<file path="config.mk">
export PLATFORM = sky130hd
export DESIGN_NAME = elevator_car_dispatch
export DESIGN_NICKNAME = d
export VERILOG_FILES = /design/src/sv/ecd_pkg.sv /design/src/sv/ecd_car_table.sv /design/src/sv/ecd_cost_unit.sv /design/src/sv/elevator_car_dispatch.sv
export SDC_FILE = /design/constraint.sdc
export NUM_CORES = 1
export LEC_CHECK = 0
export BUFFER_PORTS_ARGS = -buffer_cell sky130_fd_sc_hd__buf_4
export CAP_MARGIN = 0
export CORE_ASPECT_RATIO = 0.75
export CORE_MARGIN = 4
export CORE_UTILIZATION = 25
export DETAILED_ROUTE_END_ITERATION = 16
export GPL_TIMING_DRIVEN = 0
export SLEW_MARGIN = 20
export SYNTH_ARGS = -nofsm -noshare
export SYNTH_HDL_FRONTEND = slang
export SYNTH_HIERARCHICAL = 1
export SYNTH_SLANG_ARGS = --single-unit
</file>
<file path="constraint.sdc">
create_clock -name clk -period 10 [get_ports clk]
set_clock_uncertainty 0.05 [all_clocks]
set_input_delay 1 -clock clk [delete_from_list [all_inputs] [get_ports clk]]
set_output_delay 1 -clock clk [all_outputs]
set_load 0.05 [all_outputs]
</file>
<file path="src/sv/ecd_pkg.sv">
package ecd_pkg;

  localparam int FLOOR_W     = 7;
  localparam int ROOM_W      = 8;
  localparam int COST_W      = 10;
  localparam int OUT_COST_W  = 7;
  localparam int CAR_FIELD_W = 3;
  localparam int CARS_W      = 4;
  localparam int CFG_W       = 7;
  localparam int CFG_IDX_W   = 2;
  localparam int IN_TDATA_W  = 32;
  localparam int IN_TUSER_W  = 2;
  localparam int OUT_TDATA_W = 16;

  typedef enum logic [1:0] {
    OP_STATUS  = 2'd0,
    OP_REQUEST = 2'd1,
    OP_BOARD   = 2'd2,
    OP_NOP     = 2'd3
  } opcode_t;

  typedef enum logic [CFG_IDX_W-1:0] {
    REG_THIS_FLOOR  = 2'd0,
    REG_TOP_FLOOR   = 2'd1,
    REG_CARS_IN_USE = 2'd2
  } cfg_reg_t;

  typedef enum logic [1:0] {
    S_IDLE,
    S_SCAN,
    S_COMMIT
  } state_t;

  typedef struct packed {
    logic [FLOOR_W-1:0] floor;
    logic               active;
    logic               up;
    logic               open;
    logic [ROOM_W-1:0]  room;
  } car_entry_t;

  typedef struct packed {
    logic upd;
    logic board;
    logic incr;
    logic dir_up;
  } tbl_cmd_t;

  typedef struct packed {
    logic en;
    logic first;
  } scan_ctl_t;

endpackage

</file>
<file path="src/sv/ecd_car_table.sv">
module ecd_car_table #(
  parameter int MAX_CARS    = 8,
  parameter int MAX_WAITING = 255,
  localparam int CW = (MAX_CARS > 1) ? $clog2(MAX_CARS) : 1,
  localparam int WW = $clog2(MAX_WAITING + 1)
) (
  input  logic                clk,
  input  logic                rst_n,
  input  ecd_pkg::tbl_cmd_t   cmd,
  input  logic [CW-1:0]       wr_idx,
  input  ecd_pkg::car_entry_t wr_entry,
  input  logic [CW-1:0]       rd_idx,
  input  logic                rd_up,
  output ecd_pkg::car_entry_t rd_entry,
  output logic [WW-1:0]       rd_wait
);

  logic [ecd_pkg::FLOOR_W-1:0] pos_r  [MAX_CARS];
  logic                        act_r  [MAX_CARS];
  logic                        up_r   [MAX_CARS];
  logic                        open_r [MAX_CARS];
  logic [ecd_pkg::ROOM_W-1:0]  room_r [MAX_CARS];
  logic [WW-1:0]               wup_r  [MAX_CARS];
  logic [WW-1:0]               wdn_r  [MAX_CARS];

  // Car positions are not cleared; the user must report a car before it is used, which this table does not enforce.
  always_ff @(posedge clk) begin
    if (cmd.upd) begin
      pos_r[wr_idx] <= wr_entry.floor;
    end
  end

  always_ff @(posedge clk) begin
    if (!rst_n) begin
      for (int i = 0; i < MAX_CARS; i++) begin
        act_r[i]  <= 1'b0;
        up_r[i]   <= 1'b0;
        open_r[i] <= 1'b0;
        room_r[i] <= '0;
        wup_r[i]  <= '0;
        wdn_r[i]  <= '0;
      end
    end else begin
      if (cmd.upd) begin
        act_r[wr_idx]  <= wr_entry.active;
        up_r[wr_idx]   <= wr_entry.up;
        open_r[wr_idx] <= wr_entry.open;
        room_r[wr_idx] <= wr_entry.room;
      end
      if (cmd.board) begin
        if (cmd.dir_up) begin
          if (wup_r[wr_idx] != '0) begin
            wup_r[wr_idx] <= wup_r[wr_idx] - WW'(1);
          end
        end else begin
          if (wdn_r[wr_idx] != '0) begin
            wdn_r[wr_idx] <= wdn_r[wr_idx] - WW'(1);
          end
        end
      end
      if (cmd.incr) begin
        if (cmd.dir_up) begin
          if (wup_r[wr_idx] != WW'(MAX_WAITING)) begin
            wup_r[wr_idx] <= wup_r[wr_idx] + WW'(1);
          end
        end else begin
          if (wdn_r[wr_idx] != WW'(MAX_WAITING)) begin
            wdn_r[wr_idx] <= wdn_r[wr_idx] + WW'(1);
          end
        end
      end
    end
  end

  always_comb begin
    rd_entry.floor  = pos_r[rd_idx];
    rd_entry.active = act_r[rd_idx];
    rd_entry.up     = up_r[rd_idx];
    rd_entry.open   = open_r[rd_idx];
    rd_entry.room   = room_r[rd_idx];
    rd_wait         = rd_up ? wup_r[rd_idx] : wdn_r[rd_idx];
  end

endmodule

</file>
<file path="src/sv/ecd_cost_unit.sv">
module ecd_cost_unit #(
  parameter int MAX_CARS    = 8,
  parameter int MAX_WAITING = 255,
  localparam int CW = (MAX_CARS > 1) ? $clog2(MAX_CARS) : 1,
  localparam int WW = $clog2(MAX_WAITING + 1),
  localparam int SW = ((WW > ecd_pkg::ROOM_W) ? WW : ecd_pkg::ROOM_W) + 1
) (
  input  logic                               clk,
  input  ecd_pkg::scan_ctl_t                 ctl,
  input  logic [CW-1:0]                      k,
  input  ecd_pkg::car_entry_t                entry,
  input  logic [WW-1:0]                      wait_cnt,
  input  logic [ecd_pkg::FLOOR_W-1:0]        here,
  input  logic [ecd_pkg::FLOOR_W-1:0]        top,
  input  logic                               req_up,
  output logic [CW-1:0]                      best_idx,
  output logic signed [ecd_pkg::COST_W-1:0]  best_cost
);

  localparam int CSW = ecd_pkg::COST_W;

  logic [CW-1:0]         best_idx_r;
  logic signed [CSW-1:0] best_cost_r;
  logic signed [SW-1:0]  best_space_r;

  logic signed [CSW-1:0] here_s, pos_s, top_s, cost;
  logic signed [SW-1:0]  space;
  logic [ecd_pkg::FLOOR_W-1:0] span;
  logic approach_up, same_dir, at_here, passing, take;

  always_comb begin
    here_s      = $signed(CSW'(here));
    pos_s       = $signed(CSW'(entry.floor));
    top_s       = $signed(CSW'(top));
    approach_up = here > entry.floor;
    same_dir    = entry.up == req_up;
    at_here     = (entry.floor == here) && same_dir && entry.open;
    passing     = same_dir && (approach_up == entry.up);
    span        = (entry.floor > here) ? (entry.floor - here) : (here - entry.floor);
    if (!entry.active || at_here || passing) begin
      cost = $signed(CSW'(span));
    end else if (entry.up) begin
      cost = top_s + top_s - here_s - pos_s;
    end else begin
      cost = here_s + pos_s - $signed(CSW'(2));
    end
    space = $signed(SW'(entry.room)) - $signed(SW'(wait_cnt));
    take  = ctl.first || (cost < best_cost_r) ||
            ((cost == best_cost_r) && (space > best_space_r));
  end

  always_ff @(posedge clk) begin
    if (ctl.en && take) begin
      best_idx_r   <= k;
      best_cost_r  <= cost;
      best_space_r <= space;
    end
  end

  assign best_idx  = best_idx_r;
  assign best_cost = best_cost_r;

endmodule

</file>
<file path="src/sv/elevator_car_dispatch.sv">
// Car dispatcher for one floor.
// The input stream carries one command per transfer, its opcode in in_tuser:
// a car status update or a boarding is absorbed in the cycle of its transfer
// and gives no result; a passenger request gives exactly one result transfer
// on the output stream (chosen car, queue direction and travel cost).
// A request scans the car table one entry per cycle through a single cost and
// compare unit, then commits the waiting count of the chosen car. A request
// holds the input until it is committed, and its result is loaded into the
// output register at the commit. While no request is in flight, updates and
// boardings sustain one transfer per cycle.
// The output register keeps a finished result until it is taken; while it is
// held, the block still takes updates, boardings and the scan of a further
// request, but stops before committing that request.
// The configuration port writes this floor, the top floor and the number of
// cars in use; write it only while no request is in flight.
// Reset restores the register defaults, clears all car flags, free space and
// waiting counts, and empties the output register. Car floors are not
// cleared and must be reported before a car takes part in selection.
module elevator_car_dispatch #(
  parameter int MAX_CARS    = 8,
  parameter int MAX_WAITING = 255
) (
  input  logic                               clk,
  input  logic                               rst_n,
  input  logic                               cfg_wr_en,
  input  logic [ecd_pkg::CFG_IDX_W-1:0]      cfg_index,
  input  logic [ecd_pkg::CFG_W-1:0]          cfg_wr_data,
  input  logic                               in_tvalid,
  output logic                               in_tready,
  // car_index, car_floor, car_busy, car_going_up, car_door_open,
  // car_free_space, boarded_up, destination_floor, zero fill
  input  logic [ecd_pkg::IN_TDATA_W-1:0]     in_tdata,
  // opcode
  input  logic [ecd_pkg::IN_TUSER_W-1:0]     in_tuser,
  output logic                               out_tvalid,
  input  logic                               out_tready,
  // chosen_car, queue_up, chosen_cost, zero fill
  output logic [ecd_pkg::OUT_TDATA_W-1:0]    out_tdata
);

  localparam int CW  = (MAX_CARS > 1) ? $clog2(MAX_CARS) : 1;
  localparam int WW  = $clog2(MAX_WAITING + 1);
  localparam int IXW = (CW > ecd_pkg::CAR_FIELD_W) ? CW : ecd_pkg::CAR_FIELD_W;
  localparam int FW  = ecd_pkg::FLOOR_W;

  ecd_pkg::state_t state_r, state_nxt;

  logic [FW-1:0]             this_floor_r;
  logic [FW-1:0]             top_floor_r;
  logic [ecd_pkg::CARS_W-1:0] cars_r;
  logic [CW-1:0]             k_r, k_nxt;
  logic [CW-1:0]             last_r, last_nxt;
  logic                      req_up_r, req_up_nxt;
  logic                      out_tvalid_r;
  logic [ecd_pkg::OUT_TDATA_W-1:0] out_tdata_r, out_tdata_nxt;

  ecd_pkg::opcode_t    op;
  ecd_pkg::tbl_cmd_t   cmd;
  ecd_pkg::scan_ctl_t  ctl;
  ecd_pkg::car_entry_t wr_entry, rd_entry;
  logic [IXW-1:0]      in_idx_ext, best_ext;
  logic [CW-1:0]       wr_idx, best_idx;
  logic [WW-1:0]       rd_wait;
  logic signed [ecd_pkg::COST_W-1:0] best_cost;
  logic [ecd_pkg::OUT_COST_W-1:0]    cost_sat;
  logic [FW-1:0]       dest;
  logic                in_acc, idx_ok, commit_go, scan_last;

  assign op         = ecd_pkg::opcode_t'(in_tuser);
  assign in_acc     = in_tvalid && in_tready;
  assign in_idx_ext = IXW'(in_tdata[2:0]);
  assign idx_ok     = 32'(in_tdata[2:0]) < MAX_CARS;
  assign dest       = in_tdata[28:22];
  assign scan_last  = k_r == last_r;
  assign commit_go  = (state_r == ecd_pkg::S_COMMIT) && (!out_tvalid_r || out_tready);
  assign best_ext   = IXW'(best_idx);

  always_comb begin
    wr_entry.floor  = in_tdata[9:3];
    wr_entry.active = in_tdata[10];
    wr_entry.up     = in_tdata[11];
    wr_entry.open   = in_tdata[12];
    wr_entry.room   = in_tdata[20:13];
  end

  always_ff @(posedge clk) begin
    if (!rst_n) begin
      this_floor_r <= FW'(1);
      top_floor_r  <= FW'(16);
      cars_r       <= ecd_pkg::CARS_W'(8);
    end else if (cfg_wr_en) begin
      priority if (cfg_index == ecd_pkg::REG_THIS_FLOOR) begin
        this_floor_r <= cfg_wr_data;
      end else if (cfg_index == ecd_pkg::REG_TOP_FLOOR) begin
        top_floor_r <= cfg_wr_data;
      end else if (cfg_index == ecd_pkg::REG_CARS_IN_USE) begin
        cars_r <= cfg_wr_data[ecd_pkg::CARS_W-1:0];
      end else begin
        this_floor_r <= this_floor_r;
      end
    end
  end

  always_comb begin
    state_nxt = state_r;
    unique case (state_r)
      ecd_pkg::S_IDLE: begin
        if (in_acc && op == ecd_pkg::OP_REQUEST) begin
          state_nxt = ecd_pkg::S_SCAN;
        end
      end
      ecd_pkg::S_SCAN: begin
        if (scan_last) begin
          state_nxt = ecd_pkg::S_COMMIT;
        end
      end
      ecd_pkg::S_COMMIT: begin
        if (commit_go) begin
          state_nxt = ecd_pkg::S_IDLE;
        end
      end
      default: state_nxt = ecd_pkg::S_IDLE;
    endcase
  end

  always_comb begin
    in_tready  = 1'b0;
    ctl.en     = 1'b0;
    ctl.first  = k_r == '0;
    cmd.upd    = 1'b0;
    cmd.board  = 1'b0;
    cmd.incr   = 1'b0;
    cmd.dir_up = in_tdata[21];
    wr_idx     = in_idx_ext[CW-1:0];
    unique case (state_r)
      ecd_pkg::S_IDLE: begin
        in_tready = 1'b1;
        cmd.upd   = in_acc && op == ecd_pkg::OP_STATUS && idx_ok;
        cmd.board = in_acc && op == ecd_pkg::OP_BOARD && idx_ok;
      end
      ecd_pkg::S_SCAN: begin
        ctl.en = 1'b1;
      end
      ecd_pkg::S_COMMIT: begin
        cmd.incr   = commit_go;
        cmd.dir_up = req_up_r;
        wr_idx     = best_idx;
      end
      default: in_tready = 1'b0;
    endcase
  end

  always_comb begin
    k_nxt      = k_r;
    last_nxt   = last_r;
    req_up_nxt = req_up_r;
    if (state_r == ecd_pkg::S_IDLE) begin
      k_nxt      = '0;
      req_up_nxt = dest > this_floor_r;
      if (cars_r == '0) begin
        last_nxt = '0;
      end else if (32'(cars_r) > MAX_CARS) begin
        last_nxt = CW'(MAX_CARS - 1);
      end else begin
        last_nxt = CW'(cars_r - ecd_pkg::CARS_W'(1));
      end
    end else if (state_r == ecd_pkg::S_SCAN && !scan_last) begin
      k_nxt = k_r + CW'(1);
    end
    if (best_cost < 0) begin
      cost_sat = '0;
    end else if (best_cost > $signed(ecd_pkg::COST_W'(127))) begin
      cost_sat = ecd_pkg::OUT_COST_W'(127);
    end else begin
      cost_sat = best_cost[ecd_pkg::OUT_COST_W-1:0];
    end
    out_tdata_nxt = {5'b0, cost_sat, req_up_r, best_ext[2:0]};
  end

  always_ff @(posedge clk) begin
    if (!rst_n) begin
      state_r      <= ecd_pkg::S_IDLE;
      k_r          <= '0;
      last_r       <= '0;
      req_up_r     <= 1'b0;
      out_tvalid_r <= 1'b0;
    end else begin
      state_r  <= state_nxt;
      k_r      <= k_nxt;
      last_r   <= last_nxt;
      req_up_r <= req_up_nxt;
      if (commit_go) begin
        out_tvalid_r <= 1'b1;
      end else if (out_tready) begin
        out_tvalid_r <= 1'b0;
      end
    end
  end

  always_ff @(posedge clk) begin
    if (commit_go) begin
      out_tdata_r <= out_tdata_nxt;
    end
  end

  assign out_tvalid = out_tvalid_r;
  assign out_tdata  = out_tdata_r;

  ecd_car_table #(
    .MAX_CARS    (MAX_CARS),
    .MAX_WAITING (MAX_WAITING)
  ) u_table (
    .clk      (clk),
    .rst_n    (rst_n),
    .cmd      (cmd),
    .wr_idx   (wr_idx),
    .wr_entry (wr_entry),
    .rd_idx   (k_r),
    .rd_up    (req_up_r),
    .rd_entry (rd_entry),
    .rd_wait  (rd_wait)
  );

  ecd_cost_unit #(
    .MAX_CARS    (MAX_CARS),
    .MAX_WAITING (MAX_WAITING)
  ) u_cost (
    .clk       (clk),
    .ctl       (ctl),
    .k         (k_r),
    .entry     (rd_entry),
    .wait_cnt  (rd_wait),
    .here      (this_floor_r),
    .top       (top_floor_r),
    .req_up    (req_up_r),
    .best_idx  (best_idx),
    .best_cost (best_cost)
  );

  a_ready_only_idle: assert property (@(posedge clk) disable iff (!rst_n)
    in_tready |-> state_r == ecd_pkg::S_IDLE)
    else $error("input ready outside the idle state");

  a_scan_in_range: assert property (@(posedge clk) disable iff (!rst_n)
    state_r == ecd_pkg::S_SCAN |-> k_r <= last_r)
    else $error("scan index beyond the last car in use");

  a_commit_waits: assert property (@(posedge clk) disable iff (!rst_n)
    (state_r == ecd_pkg::S_COMMIT && out_tvalid_r && !out_tready)
      |=> state_r == ecd_pkg::S_COMMIT)
    else $error("request committed while the output register was full");

  a_result_from_commit: assert property (@(posedge clk) disable iff (!rst_n)
    $rose(out_tvalid_r) |-> $past(state_r == ecd_pkg::S_COMMIT))
    else $error("result appeared without a committed request");

endmodule

</file>
### Word-level counts from Yosys, hierarchy flattened

Memories as Yosys holds them, arrays and structs flattened. A register that Yosys moved wholly into a read port is not among the register bits.
Index checks and enable logic that the tools add are counted.

* add/subtract/negate cells: 14
* magnitude comparators: 8
* equal/unequal tests: 16
* muxes and demuxes: 77
* bitwise operators: 5
* reductions and logical operators: 38

Operators with widths (number)
* 3-bit 2-to-1 mux: 23
* 8-bit 2-to-1 mux: 6
* 1-bit 2-to-1 mux: 38
* 8-bit OR reduction: 3
* 7-bit > comparator: 3
* 10-bit 2-to-1 mux: 2
* 10-bit by 8-bit subtractor with 10-bit output: 2
* 7-bit by 7-bit adder with 8-bit output: 2
* 8-bit by 1-bit adder with 8-bit output (second input constant): 2
* 8-bit inequality test (second input constant): 2
* 8-bit nonzero test: 2
* 8-bit by 1-bit subtractor with 8-bit output (second input constant): 2
* 7-bit 2-to-1 mux: 2
* 7-bit subtractor: 2
* 1-bit logical AND: 11
* 10-bit == test: 1
* 10-bit by 8-bit > comparator with 1-bit output (second input constant): 1
* 10-bit by 1-bit < comparator with 1-bit output (second input constant): 1
* 10-bit < comparator: 1
* 2-bit 2-to-1 mux: 5
* 10-bit by 3-bit subtractor with 10-bit output (second input constant): 1
* 9-bit > comparator: 1
* 8-bit by 8-bit subtractor with 9-bit output: 1
* 7-bit == test: 1
* 22 further kinds: 43

* bits in registers: 61
* bits in writable memories: 272
* input port bits: 48
* output and inout port bits: 18
* logic and storage cells: 178
* memories: 7

Memory list
* u_table.room_r: words 8, width 8, read ports 1, clocked after memory_dff 1, write ports 8, line ecd_car_table.sv:22 `logic [ecd_pkg::ROOM_W-1:0] room_r [MAX_CARS];`
* u_table.wdn_r: words 8, width 8, read ports 2, clocked after memory_dff 1, write ports 8, line ecd_car_table.sv:24 `logic [WW-1:0] wdn_r [MAX_CARS];`
* u_table.wup_r: words 8, width 8, read ports 2, clocked after memory_dff 1, write ports 8, line ecd_car_table.sv:23 `logic [WW-1:0] wup_r [MAX_CARS];`
* u_table.pos_r: words 8, width 7, read ports 1, clocked after memory_dff 1, write ports 1, line ecd_car_table.sv:18 `logic [ecd_pkg::FLOOR_W-1:0] pos_r [MAX_CARS];`
* u_table.act_r: words 8, width 1, read ports 1, clocked after memory_dff 1, write ports 8, line ecd_car_table.sv:19 `logic act_r [MAX_CARS];`
* u_table.open_r: words 8, width 1, read ports 1, clocked after memory_dff 1, write ports 8, line ecd_car_table.sv:21 `logic open_r [MAX_CARS];`
* +1 memories

### Logic depth before layout (Yosys ltp)

Gate-level depths: netlist (run 1).
An unclocked memory read counts as a cell.

* word-level depth: 12
* gate-level depth with buffers: 23
* mapped depth without buffers: 19

### Hierarchy

The synthesis (run 1) kept the hierarchy.

Modules (own cells, without submodules)
* ecd_car_table: instances 1, cells an instance 941, area each 13645.6 um2, sequential area each 7927.6 um2
* ecd_cost_unit: instances 1, cells an instance 359, area each 3189.3 um2, sequential area each 660.6 um2
* elevator_car_dispatch: instances 1, cells an instance 200, area each 1946.9 um2, sequential area each 890.9 um2

### Least setup slack after synthesis (run 1)

OpenSTA, ideal clock, no wires.

* kind: register to register
* start point: register k_r[0]
* end point: register u_cost.best_cost_r[0], in the netlist u_cost/best_cost[0] (enable)
* library setup time: 383 ps
* arrival time: 6014 ps
* data required time: 9567 ps
* path slack: 3553 ps
* cell stages (with the launch flop): 23
* path buffers: 3
* period minus slack after synthesis: 6447 ps
* cells stage by stage: dfxtp_1 -> clkbuf_1 -> buf_1 -> buf_1 -> mux4_2 -> mux2_2 -> inv_1 -> ha_1 -> inv_1 -> ha_1 -> fa_1 -> a21o_1 -> a21oi_1 -> o21bai_1 -> a21oi_1 -> xor2_1 -> or3_1 -> o31ai_1 -> ha_1 -> nand4_1 -> a2111oi_0 -> o211ai_1 -> nand3b_1

* word-level cells in the longest chain between the ends: 4

Ends and longest elaborated chain
* start: declaration: line elevator_car_dispatch.sv:51 `logic [CW-1:0] k_r, k_nxt;`
* start signal: assignment: line elevator_car_dispatch.sv:189 `k_r <= k_nxt;`
* 3-bit zero test: line elevator_car_dispatch.sv:129 `ctl.first = k_r == '0;`
* 1-bit logical OR (2 in series): line ecd_cost_unit.sv:48 `take = ctl.first || (cost < best_cost_r) ||`
* 1-bit logical AND: line ecd_cost_unit.sv:53 `if (ctl.en && take) begin`
* end signal: assignment: line ecd_cost_unit.sv:55 `best_cost_r <= cost;`
* end: declaration: line ecd_cost_unit.sv:23 `logic signed [CSW-1:0] best_cost_r;`

No other way between the ends.
A chain may end at the register's enable or synchronous reset.

### Final worst setup path (run 1)

Ends and elaborated chain as after synthesis.

==> summary.txt, run 1 <==
Global routing
  • Initial antenna violation count: 2
  • Met2 Use GR: 20.8%
  • Met3 usage: 4.41%
  • Number of global-route vias before repair: around 13k
  • First-pass GRT wire length: 80.6 mm
  • Met1 Use GR: 17.7%
  • Largest net degree at the start of global routing: 23
  • GRT Total Usage: a little over an eighth
  • Total congestion overflow: 0
  • Global route hottest layer: met2

Floorplan
  • Core area: 73900 um2
  • FP Rows: 86
  • Initial core utilization: 25.4%
  • Die H: 245 um
  • Die Wd: 324 um
  • Num ports: 66
  • Die Area: 79600 um2

Synth
  • Syn. warnings: 6
  • Cell Area, Synth: roughly 19000 um2
  • Seq/Total Area, Yosys: 50.5%
  • Synth top area share: between 40 and 50%
  • EDFF count, synth: 281
  • Yosys cell types: 97
  • Flops & latches, synth: roughly 330
  • Top FF cell, synth: edfxtp_1
  • Syn_area_per_cell: around 13 um2
  • Largest cells by area after synthesis: edfxtp_1, mux4_2, ha_1, dfxtp_1, nor2_1
  • Synth area leader: edfxtp_1
  • Syn Inst Count: 1500
  • FFs w/ async S/R, synth: 0%

Detailed routing
  • Drt drc: 0
  • Drt pass-1 iters: 5
  • Avg WL per Cell: 20.8 um
  • Vias per cell: 4.94
  • DR iter-0 viols: 1308
  • Routed WL: 54.3 mm
  • Via count: ~13k
  • Routed Antenna Nets: 0

Clocking
  • Post-CTS resize count: 0
  • Clk pin slew, worst setup/hold paths: ~0.070 ns
  • Clock sinks: 333
  • CTS root buf: clkbuf_16
  • Post-CTS Hold Fix Bufs: 0
  • Clk buf depth: 3
  • Postcts setup bufs: 0
  • CTS tree: built
  • CTS Buf Count: 37
  • Clock Latency Late Sink: ~0.55 ns
  • H-tree levels: 2

Power
  • PwrDens: 158 nW/um2
  • Worst VDD drop: 0.0000986 V
  • Leakage Power: 7.91 nW

STA
  • Fin. Hold Viols: 0
  • Min cycle time layout: 7.86 ns
  • Worst slew margin: between 10% and 20%
  • Final Cycle Share: 78.6%
  • Fmax: 127 MHz
  • Final setup fails: 0
  • Slew Viols, Final: 0
  • Tightest Pin Transition: 1.24 ns
  • Unrepaired setup endpoints after global routing: no
  • Setup TNS: 0 ns
  • Worst hold slack: 0.410 ns
  • Setup WS post-layout: 2.14 ns

Setup path
  • R2r worst-path depth: 23
  • Setup CP Type: reg -> reg
  • Crit path DAT: 8.05 ns
  • Worst Path Required: 10.19 ns
  • R2r endpoint: u_cost/best_cost[0]
  • Crit-path max FO: 12
  • Worst setup SP type: flip-flop
  • R2r setup slk: between 2 and 2.5 ns
  • RR Startpoint: k_r[0]
  • Critical Path End Type: flip-flop

Min path
  • Hold WC Path Type: reg -> reg
  • Worst hold path startpoint: u_cost/best_idx[0]
  • Hold depth: 0
  • Hold endpoint: out_tdata[0]

Layout
  • Non-filler cells, final: ~2.6k
  • Area delta synth->final: 16.0%
  • Nets@finish: 1754
  • Share of layout cells above drive strength 1: 19.0%

Status
  • Status: complete, no violations

Placement
  • Pre-CTS setup slack: between 1.5 and 2 ns
  • Dpl cells: 2538
  • Number of port buffers: 54
  • Gpl congestion: about 0.9
  • Post-DP HPWL: 40.9 mm

Flow run
  • Max-cap violations: 0
## layout make-up
type / count / area, um2
Multi-Input combinational cell: 982 / 8490
Clock buffer: 48 / 1010
Buffer: 84 / 447
Tap cell: 968 / 1210
Sequential cell: 333 / 9480
Antenna cell: 1 / 2.50
Inverter: 105 / 394
Fill cell: 7387 / 52100
Clock inverter: 19 / 229
Timing Repair Buffer: 67 / 518
## through the flow
step                      cell area, um2  util [%]  power [mW]
final                              21800      29.5        3.43
after global routing               21800      29.5        3.57
after CTS                          21800      29.4        3.45
after detailed placement           20500      27.8        2.08
after global placement             20400      27.6        2.06
after floorplan                    18800         -        1.92
## registers in the layout (all words and copies together) (netlist names)
register,flops
u_table/up_r,8
u_table/wdn_r,64
u_table/act_r,8
u_cost/best_cost,10
u_table/wup_r,64
u_cost/best_space_r,9
out_tdata,11
top_floor_r,7
u_table/open_r,8
this_floor_r,7
cars_r,4
state_r,2
k_r,3
out_tvalid,1
u_table/room_r,64
u_table/pos_r,56
req_up_r,1
u_cost/best_idx,3
last_r,3
## cells in the final DEF, fill, tap and decap left out, drive strengths merged, types with 12 or more instances in the layout
master,n
a21o,17
a21oi,51
a22o,22
and2,71
and3,19
buf,108
clkbuf,91
clkinv,12
dfxtp,52
edfxtp,281
ha,88
inv,108
mux2,31
mux2i,27
mux4,94
nand2,72
nand3,22
nor2,132
nor2b,40
nor3,40
nor3b,22
o21ai,46
xnor2,29
xor2,14
## worst max-delay path by stage
stage	startpoint	to	slack, ns	depth (start not counted)
final	k_r[0]	u_cost/best_cost[0]	2.14	23
after global routing	k_r[0]	u_cost/best_idx[1]	1.46	23
after CTS	k_r[0]	u_cost/best_space_r[2]	1.91	22
after detailed placement	k_r[0]	u_cost/best_space_r[2]	1.92	22
after global placement	k_r[0]	u_cost/best_space_r[2]	1.95	22
after floorplan	k_r[0]	u_cost/best_cost[0]	3.55	22
## synthesized netlist by cell type, types with 7 or more instances
library cell,number
nor3b_1,21
buf_1,12
a22o_1,22
a21oi_1,50
clkbuf_1,40
o211ai_1,7
xnor2_1,27
nand2b_1,8
fa_1,8
o21ai_1,8
nor2_1,132
a21o_1,17
nor3_1,40
nor2b_1,40
o21ai_0,38
nand3_1,21
nand4_1,11
inv_1,104
nand2_1,70
dfxtp_1,52
and2_1,70
buf_2,16
mux2i_1,27
ha_1,88
xor2_1,14
mux4_2,90
edfxtp_1,281
mux2_2,29
and3_1,18
o21bai_1,7
## kinds of logic after synthesis
| group | after synthesis | share of synthesized area [%] |
|---|---|---|
| xor gates and xnor gates | 43 | 2.09 |
| adders and majority gates | 98 | 6.82 |
| and+or+nand+nor | 461 | 12.9 |
| buffers and inverters | 189 | 4.46 |
| muxes | 152 | 14.7 |
| DFF | 333 | 50.5 |
| other | 1 | 0.0200 |
| AOI/OAI and AO/OA | 223 | 8.62 |
## metal layers
metal  vias to the layer above  share of wire [%]  wire length, um
li1                       5809                  -                -
met1                      6397                 42            22800
met2                       587                 45            24500
met3                        80                 11             5870
met4                         2                2.0             1070
met5                         -              0.015                8
## critical path, cell delays in order (launching register included)
cell and delay, ns:
dfxtp_1 0.56, clkbuf_1 0.37, buf_1 0.75, buf_1 0.78, mux4_2 0.61, mux2_2 0.33
inv_1 0.20, ha_1 0.24, inv_1 0.06, ha_1 0.22, fa_1 0.45, a21o_1 0.22
a21oi_1 0.25, o21bai_1 0.10, a21oi_1 0.18, xor2_1 0.08, or3_1 0.31, o31ai_1 0.13
ha_1 0.23, nand4_1 0.10, a2111oi_0 0.41, o211ai_1 0.17, nand3b_1 0.50, buf_8 0.24
## power by group
group          leakage [nW]  internal (mW)  switching (mW)
Combinational          4.09          0.191           0.292
Clock                 0.600          0.802           0.574
Sequential             3.21           1.55          0.0230
Power figures use the tool's default switching activity.
==> run 2, diff against run 1 <==
- clock period: 10 -> 7.2 ns (I/O delays scaled with it)
==> summary.txt, run 2 (synthesis gave the netlist of run 1 again) <==
Min path
  • Hold WC Path Type: in -> reg
  • Worst hold path startpoint: in_tdata[9]

Floorplan
  • FP Rows: 86
  • Die Wd: 324 um
  • Die H: 245 um
  • Die Area: 79600 um2
  • Num ports: 66
  • Initial core utilization: 25.4%
  • Core area: 73900 um2

Global routing
  • Initial antenna violation count: 2
  • Largest net degree at the start of global routing: 15
  • First-pass GRT wire length: 80.7 mm
  • Total congestion overflow: 0
  • GRT Total Usage: 13.2%
  • Number of global-route vias before repair: 12.8k

Layout
  • Commonest non-fill, non-tap cell in the layout: edfxtp_1
  • Largest registers: u_table/room_r: 64 flops, u_table/wdn_r: 64 flops, u_table/wup_r: 64 flops
  • Nets@finish: 1758
  • Fillers: 7386
  • Non-filler cells, final: about 2.6k
  • Area delta synth->final: 16.3%
  • Share of layout cells above drive strength 1: 19.6%
  • Commonest non-fill, non-tap cells in the layout: edfxtp_1, nor2_1, inv_1

Detailed routing
  • DR iter-0 viols: 1199
  • Routed WL: 54.3 mm
  • Drt drc: 0
  • Routed Antenna Nets: 0
  • Drt pass-1 iters: 5
  • Avg WL per Cell: between 20 and 25 um
  • Via count: 12.9k
  • Vias per cell: 4.92

Power
  • Worst VDD drop: roughly 0.00014 V
  • PwrDens: 218 nW/um2
  • Total Power: roughly 4.8 mW
  • Leakage Power: 7.96 nW

Placement
  • Dpl cells: about 2.5k
  • Gpl congestion: 0.900
  • Number of port buffers: 54
  • Post-DP HPWL: 40.9 mm

Setup path
  • Crit path DAT: 6.93 ns
  • Worst setup SP type: flip-flop
  • Critical Path End Type: flip-flop
  • Delay of the slowest critical-path stage: 0.63 ns
  • CP most frequent cell: ha_1
  • Crit-path max FO: 11
  • Worst Path Required: 7.39 ns
  • RR Startpoint: k_r[1]
  • CP max-delay cell: buf_1
  • Setup CP Type: reg -> reg
  • Setup crit start: k_r[1]
  • CP cell instances: clkbuf_1 > clkbuf_2 > buf_1 > mux4_2 > mux2_2 > inv_1 > ha_1 > nor4_4 > o31ai_2 > a31oi_4 > mux2i_1 > a32oi_1 > xnor2_1 > a21oi_1 > ha_1 > nand3_1 > a2111oi_0 > o211ai_1 > nand3b_1 > buf_12

Clocking
  • Clk buf depth: 3
  • Clk pin slew, worst setup/hold paths: roughly 0.060 ns
  • Clock Latency Late Sink: about 0.55 ns
  • Clock sinks: roughly 330
  • CTS tree: built
  • CTS Buf Count: 37
  • CTS root buf: clkbuf_16
  • H-tree levels: 2
  • Post-CTS Hold Fix Bufs: 0

STA
  • Slew Viols, Final: 0
  • Final setup fails: 0
  • Tightest Pin Transition: about 1.1 ns
  • Min cycle time layout: approximately 6.7 ns
  • Fin. Hold Viols: 0
  • Worst slew margin: roughly a quarter
  • Fmax: 148 MHz
  • Unrepaired setup endpoints after global routing: no
  • Final Cycle Share: around 94%

Status
  • Status: complete, no violations

Flow run
  • Max-cap violations: 0
[run 2: changes by cell type in the layout (fill, tap and decap cells not counted)]
cell      change
buf_1         -3
buf_12        +1
buf_4         +3
buf_8         -1
clkbuf_1      -4
clkbuf_2      +3
clkbuf_4      +4
nand3b_1      +1
[run 2: final cells by class]
type / instances / area, um2 / area share [%]
repair buffers: 70 / 546 / 2.50
clock buffers: 48 / 1010 / 4.61
diodes: 1 / 2.50 / 0.0115
flip-flops and latches: 333 / 9480 / 43.4
inverters: 105 / 394 / 1.80
well taps: 968 / 1210 / 5.55
clock inverters: 19 / 229 / 1.05
multi-input cells: 983 / 8500 / 38.9
plain buffers: 84 / 465 / 2.13
[run 2: power by group]
| part | switching, mW | leakage [nW] | internal [mW] | total [mW] |
|---|---|---|---|---|
| registers | 0.0320 | 3.21 | 2.15 | 2.19 |
| clock network | 0.798 | 0.600 | 1.11 | 1.91 |
| logic | 0.406 | 4.14 | 0.268 | 0.674 |
| total | 1.24 | 7.96 | 3.53 | 4.77 |
[run 2: path summary, 6_finish.rpt]
check | slack (ns) | endpoint | cells after the start
worst min register to register | 0.41 | out_tdata[0] | 0
worst max-delay path | 0.46 | u_cost/best_space_r[1] | 20
worst max register to register | 0.46 | u_cost/best_space_r[1] | 20
worst min-delay path | 0.36 | u_table/pos_r[7][6] | 1
[run 2: worst max-delay path: cells and delay by family, from the launching register on]
kind | cells | cell delay (ns)
xor+xnor | 1 | 0.16
flops | 1 | 0.47
simple gates | 3 | 0.68
fa+ha+maj | 2 | 0.55
buf+inv | 5 | 1.82
compound gates | 6 | 1.59
mux | 3 | 1.09
[run 2: stage by stage]
| stage | hold slack (ns) | utilization [%] | TNS [ns] | setup WS, ns | cell area, um2 |
|---|---|---|---|---|---|
| after CTS | 0.336 | 29.5 | 0 | 0.211 | 21800 |
| after detailed placement | 0.397 | 27.8 | -19.35 | -0.880 | 20500 |
| after global placement | 0.404 | 27.6 | -18.70 | -0.851 | 20400 |
| after floorplan | 0.372 | - | 0 | 0.753 | 18800 |
| final | 0.358 | 29.5 | 0 | 0.456 | 21800 |
| after global routing | 0.342 | 29.5 | 0 | 0.000608 | 21800 |
[run 2: timing repair]
item | CTS | global route
gates resized for setup | 9 | 18
hold endpoints to repair | 0 | 0
setup endpoints to repair | 22 | 22
cloned | 1 | 0
buffers inserted | 4 | 0
[run 2: routing by layer]
layer	routed length, um	track usage, %	share of wire (%)
met1	22800	17.7	42
met2	24500	20.9	45
met3	5920	4.41	11
met4	1080	2.79	2.0
met5	8	0.121	0.015
